$ cat src/hdl/aho_pkg.sv
package aho_pkg;

  // Input mode codes
  localparam logic [1:0] MODE_CLEAR = 2'd0;
  localparam logic [1:0] MODE_LOAD  = 2'd1;
  localparam logic [1:0] MODE_BUILD = 2'd2;
  localparam logic [1:0] MODE_SCAN  = 2'd3;

  // Result status codes
  localparam logic [1:0] STAT_OK         = 2'd0;
  localparam logic [1:0] STAT_FULL       = 2'd1;
  localparam logic [1:0] STAT_TOO_LONG   = 2'd2;
  localparam logic [1:0] STAT_LOAD_BUILT = 2'd3;

  // Most matches reported for one scanned byte
  localparam int RESULT_CAP = 32;

  typedef enum logic [4:0] {
    S_RST_CLR, S_CLR, S_IDLE, S_LD_CHK, S_LD_WR, S_BLD_START, S_BR_RD, S_BR_WR,
    S_BP, S_BP_RD, S_BP_FAIL, S_BC_RD, S_BC_TAG, S_BC_WR, S_SC_RD, S_SC_TAG,
    S_SC_FIRST, S_SC_CHAIN, S_SC_EMIT, S_RESP
  } ctl_state_e;

  typedef enum logic [4:0] {
    OP_NONE, OP_ACCEPT, OP_CLR_STEP, OP_LD_CHK, OP_LD_WR, OP_BLD_START, OP_BR_RD,
    OP_BR_WR, OP_BP_RD, OP_BP_FAIL, OP_BC_RD, OP_BC_TAG, OP_BC_WR, OP_BUILT,
    OP_SC_RD, OP_SC_TAG, OP_SC_FIRST, OP_SC_CHAIN, OP_SC_EMIT, OP_RESP
  } dp_op_e;

  typedef struct packed {
    dp_op_e op;
  } dp_cmd_t;

  typedef struct packed {
    logic sweep_last;
    logic built;
    logic ld_go;
    logic col_last;
    logic q_empty;
    logic chain_more;
  } dp_status_t;

endpackage

$ cat src/hdl/aho_ctrl.sv
module aho_ctrl import aho_pkg::*; (
  input  logic       clk_i,
  input  logic       rst_ni,
  input  logic       start,
  input  logic [1:0] mode_i,
  input  dp_status_t status_i,
  output dp_cmd_t    cmd_o,
  output logic       busy
);

  ctl_state_e state_q, state_d;

  // State register
  always_ff @(posedge clk_i or negedge rst_ni) begin
    if (!rst_ni) begin
      state_q <= S_RST_CLR;
    end else begin
      state_q <= state_d;
    end
  end

  // Next state
  always_comb begin
    state_d = state_q;
    case (state_q)
      S_RST_CLR:   if (status_i.sweep_last) state_d = S_IDLE;
      S_CLR:       if (status_i.sweep_last) state_d = S_RESP;
      S_IDLE: begin
        if (start) begin
          case (mode_i)
            MODE_CLEAR: state_d = S_CLR;
            MODE_LOAD:  state_d = S_LD_CHK;
            MODE_BUILD: state_d = S_BLD_START;
            default:    state_d = S_SC_RD;
          endcase
        end
      end
      S_LD_CHK:    state_d = status_i.ld_go ? S_LD_WR : S_RESP;
      S_LD_WR:     state_d = S_RESP;
      S_BLD_START: state_d = status_i.built ? S_RESP : S_BR_RD;
      S_BR_RD:     state_d = S_BR_WR;
      S_BR_WR:     state_d = status_i.col_last ? S_BP : S_BR_RD;
      S_BP:        state_d = status_i.q_empty ? S_RESP : S_BP_RD;
      S_BP_RD:     state_d = S_BP_FAIL;
      S_BP_FAIL:   state_d = S_BC_RD;
      S_BC_RD:     state_d = S_BC_TAG;
      S_BC_TAG:    state_d = S_BC_WR;
      S_BC_WR:     state_d = status_i.col_last ? S_BP : S_BC_RD;
      S_SC_RD:     state_d = S_SC_TAG;
      S_SC_TAG:    state_d = S_SC_FIRST;
      S_SC_FIRST:  state_d = status_i.chain_more ? S_SC_CHAIN : S_IDLE;
      S_SC_CHAIN:  state_d = S_SC_EMIT;
      S_SC_EMIT:   state_d = status_i.chain_more ? S_SC_CHAIN : S_IDLE;
      S_RESP:      state_d = S_IDLE;
      default:     state_d = S_IDLE;
    endcase
  end

  // Commands to the datapath
  always_comb begin
    cmd_o.op = OP_NONE;
    case (state_q)
      S_RST_CLR, S_CLR: cmd_o.op = OP_CLR_STEP;
      S_IDLE:      cmd_o.op = start ? OP_ACCEPT : OP_NONE;
      S_LD_CHK:    cmd_o.op = OP_LD_CHK;
      S_LD_WR:     cmd_o.op = OP_LD_WR;
      S_BLD_START: cmd_o.op = OP_BLD_START;
      S_BR_RD:     cmd_o.op = OP_BR_RD;
      S_BR_WR:     cmd_o.op = OP_BR_WR;
      S_BP:        cmd_o.op = status_i.q_empty ? OP_BUILT : OP_NONE;
      S_BP_RD:     cmd_o.op = OP_BP_RD;
      S_BP_FAIL:   cmd_o.op = OP_BP_FAIL;
      S_BC_RD:     cmd_o.op = OP_BC_RD;
      S_BC_TAG:    cmd_o.op = OP_BC_TAG;
      S_BC_WR:     cmd_o.op = OP_BC_WR;
      S_SC_RD:     cmd_o.op = OP_SC_RD;
      S_SC_TAG:    cmd_o.op = OP_SC_TAG;
      S_SC_FIRST:  cmd_o.op = OP_SC_FIRST;
      S_SC_CHAIN:  cmd_o.op = OP_SC_CHAIN;
      S_SC_EMIT:   cmd_o.op = OP_SC_EMIT;
      S_RESP:      cmd_o.op = OP_RESP;
      default:     cmd_o.op = OP_NONE;
    endcase
  end

  assign busy = (state_q != S_IDLE);

endmodule

$ cat config.mk
export PLATFORM = sky130hd
export DESIGN_NAME = aho_ctrl
export DESIGN_NICKNAME = d
export VERILOG_FILES = /design/src/hdl/aho_pkg.sv /design/src/hdl/aho_ctrl.sv
export SDC_FILE = /design/constraint.sdc
export NUM_CORES = 1
export LEC_CHECK = 0
export ABC_AREA = 1
export BUFFER_PORTS_ARGS = -buffer_cell sky130_fd_sc_hd__buf_4
export CELL_PAD_IN_SITES_DETAIL_PLACEMENT = 0
export CELL_PAD_IN_SITES_GLOBAL_PLACEMENT = 1
export CORE_AREA = 8 8 58 60
export CTS_BUF_LIST = sky130_fd_sc_hd__clkbuf_16
export DETAILED_ROUTE_END_ITERATION = 10
export DIE_AREA = 0 0 66 68
export PLACE_DENSITY_LB_ADDON = 0.1
export SETUP_SLACK_MARGIN = 0.1
export SYNTH_ARGS = -nofsm -noshare
export SYNTH_HDL_FRONTEND = slang
export SYNTH_SLANG_ARGS = --single-unit
$ cat constraint.sdc
create_clock -name clk_i -period 1.4 [get_ports clk_i]
set_clock_uncertainty 0.1 [all_clocks]
set_input_delay 0 -clock clk_i [delete_from_list [all_inputs] [get_ports clk_i]]
set_output_delay 0 -clock clk_i [all_outputs]
set_load 0.1 [all_outputs]
==> impl_metrics.yaml <==
status:
  status: "finished with violations"
  violations: "setup timing"
critical_path:
  crit_arrival_ps: 1660
  crit_type: "flop to output port"
  crit_fanout: 6
  end_kind: "output port"
  cp.required_ps: 1300
  start_kind: "flop"
  rrSetupSlack_ps: -250
global_routing:
  grt_pass1_vias: 1206
  grt.total_usage_pct: 16.0
  antenna_found_initial: 0
  grt_pass1_wl_um: 5530
  grt-ovfl-total: 0
  grt_max_degree: 9
detailed_routing:
  wl_um: 3650
  dr.max_layer_used: "met4"
  wl_per_cell_um: 15.2
  met3_length_um: 192
  drc: 0
  detail-route-antenna-nets: 0
  drt_pass1_iterations: 4
  via_count: 1241
  wl_met1_um: 1440
  wl_met2_um: 1890
  via_per_inst: 5.15
  drt-initial-drc-count: 68
synthesis:
  synth_mux_area_share_pct: 0
  synth_nets: 145
  yosys_register_bits: 5
  ys_warn_count: 0
  synth_top_family_by_area: "simple AND/OR/NAND/NOR gates"
  synth_compound_area_share_pct: 14.0
  syn_area_um2: 743
  netlist_instances: 134
  avgSynthCellArea_um2: 5.55
  synth_fa_ha_area_share_pct: 0
  synth_xor_area_share_pct: 0
  yosys.cell_types.count: 21
  ys_seq_area_share_pct: 16.8
  synth-simple-area-share_pct: 56.7
sta:
  hold_viol: 0
  period_share_pct: 126
  finalMaxSlewViolations: 0
  rsz0062_at_grt: "true"
  setup_slack_ps: -364
  max_slew_margin_pct: 78.8
  finalSetupViolCount: 11
  worst_pin_slew_ps: 315
  fmax_mhz: 567
  min_period_ps: 1760
floorplanning:
  chipWidth_um: 66
  start_util_pct: 28.9
  num_io_pins: 17
  core_mm2: 0.00257
  dieHeight_um: 68
  fp.dieArea_mm2: 0.00449
  row_count: 19
placed_design:
  io_buffers: 16
  hpwl_um: 2560
  placed_area_mm2: 0.00124
  gp_congestion: 0.973
  place_ws_ps: -273
  place_inst: 213
clock_tree:
  cts-root-buf: "clkbuf_16"
  cts_tree: "yes"
  cts.reportedPaths.clkPinSlew_ps: 30
  cts_made_buffers: 3
  clk-insertion-delay-late_ps: 230
  clock-sinks: 5
  clk_path_buf_depth: 2
  h-tree-depth: 1
final_layout:
  fill_cells: 216
  reg.largest.list: "state_q: 5 flops"
  regMostFlops: "state_q"
  multiInputGateArea_um2: 701
  diodes: 0
  final_nets: 222
  largest_reg_flops: 5
  finalNonFillerCells: 241
  stdcell_area_mm2: 0.00172
  area_growth_syn_to_layout_pct: 131
  regArea_um2: 130
  postLayoutCoreUtil_pct: 66.8
  drive_gt1_share_pct: 57.6
hold_path:
  worstHoldPathType: "input pin to async pin"
job:
  drv_cap: 0
critical path, stage by stage (launching register included):
cell,delay (ps)
dfrtp_2,480
nand2_4,130
nor2_4,50
nor2_4,120
nor2_1,60
nor3_1,190
nand4_1,190
buf_12,210
cell usage after synthesis:
library cell,count,area (um^2)
a21oi_1,4,20.0
o21ai_0,3,15.0
nand2_2,2,12.5
a211o_1,1,8.76
nor2_4,2,22.5
nor3_2,1,10.0
nand2_1,33,124
buf_6,1,11.3
inv_1,15,56.3
o211ai_1,5,37.5
buf_2,2,10.0
nor3_1,6,30.0
nor2_1,21,78.8
nor2_2,4,25.0
or3_1,1,6.26
nand3_1,15,75.1
nand4_1,6,37.5
o22ai_2,1,12.5
o21ai_1,2,10.0
dfrtp_1,5,125
inv_2,4,15.0
timing repair:
item | CTS | global route
hold buffers | 2 | 0
gates cloned | 0 | 0
endpoints found under the setup margin | 11 | 11
gates resized for setup | 37 | 24
hold endpoints to repair | 7 | 0
buffers inserted | 13 | 10
pin swaps | 15 | 21
cells in the final DEF (no fill, tap or decap), types with 5 or more instances in the layout:
cell and n:
inv_1 14, nand4_1 6, buf_6 12, nand3_1 12, buf_12 5, nand2_1 26, buf_4 55, nor2_4 9
nor2_1 13, nor2_2 5, o211ai_1 5
per-stage QoR:
| step | hold WS (ps) | setup TNS [ps] |
|---|---|---|
| final | 18.1 | -2870 |
| after global routing | 18.8 | -3610 |
| after CTS | 14.2 | -2640 |
| after detailed placement | -292 | -1910 |
| after global placement | -294 | -1590 |
| after floorplan | -396 | -2520 |
layout make-up:
class / instances / area share (%)
Clock buffer: 3 / 4.38
Tap cell: 31 / 2.26
Multi-Input combinational cell: 107 / 40.8
Inverter: 19 / 4.89
Clock inverter: 1 / 0.219
Timing Repair Buffer: 75 / 39.8
Sequential cell: 5 / 7.59
worst paths after layout:
check / startpoint / end / cells past startpoint
setup / recovery: state_q[3] / cmd_o[0] / 7
hold / removal: rst_ni / state_q[3] / 2
setup reg to reg: state_q[2] / state_q[1] / 10
hold reg to reg: state_q[2] / state_q[0] / 4
max in group asynchronous: rst_ni / state_q[4] / 2
min in group clk_i: start / state_q[0] / 5
kinds of logic after synthesis:
group                  after synthesis
AND/OR/NAND/NOR                     91
buffers and inverters               22
flip-flops                           5
AO/OA/AOI/OAI                       16
metal layers:
metal,vias up,track usage (%)
li1,596,-
met1,583,18.4
met2,48,28.3
met3,14,1.96
met4,0,8.80
met5,-,0
Power is left out: the tool's default activity adds up to more than one toggle a clock period on the data nets, which glitch-free logic cannot reach.
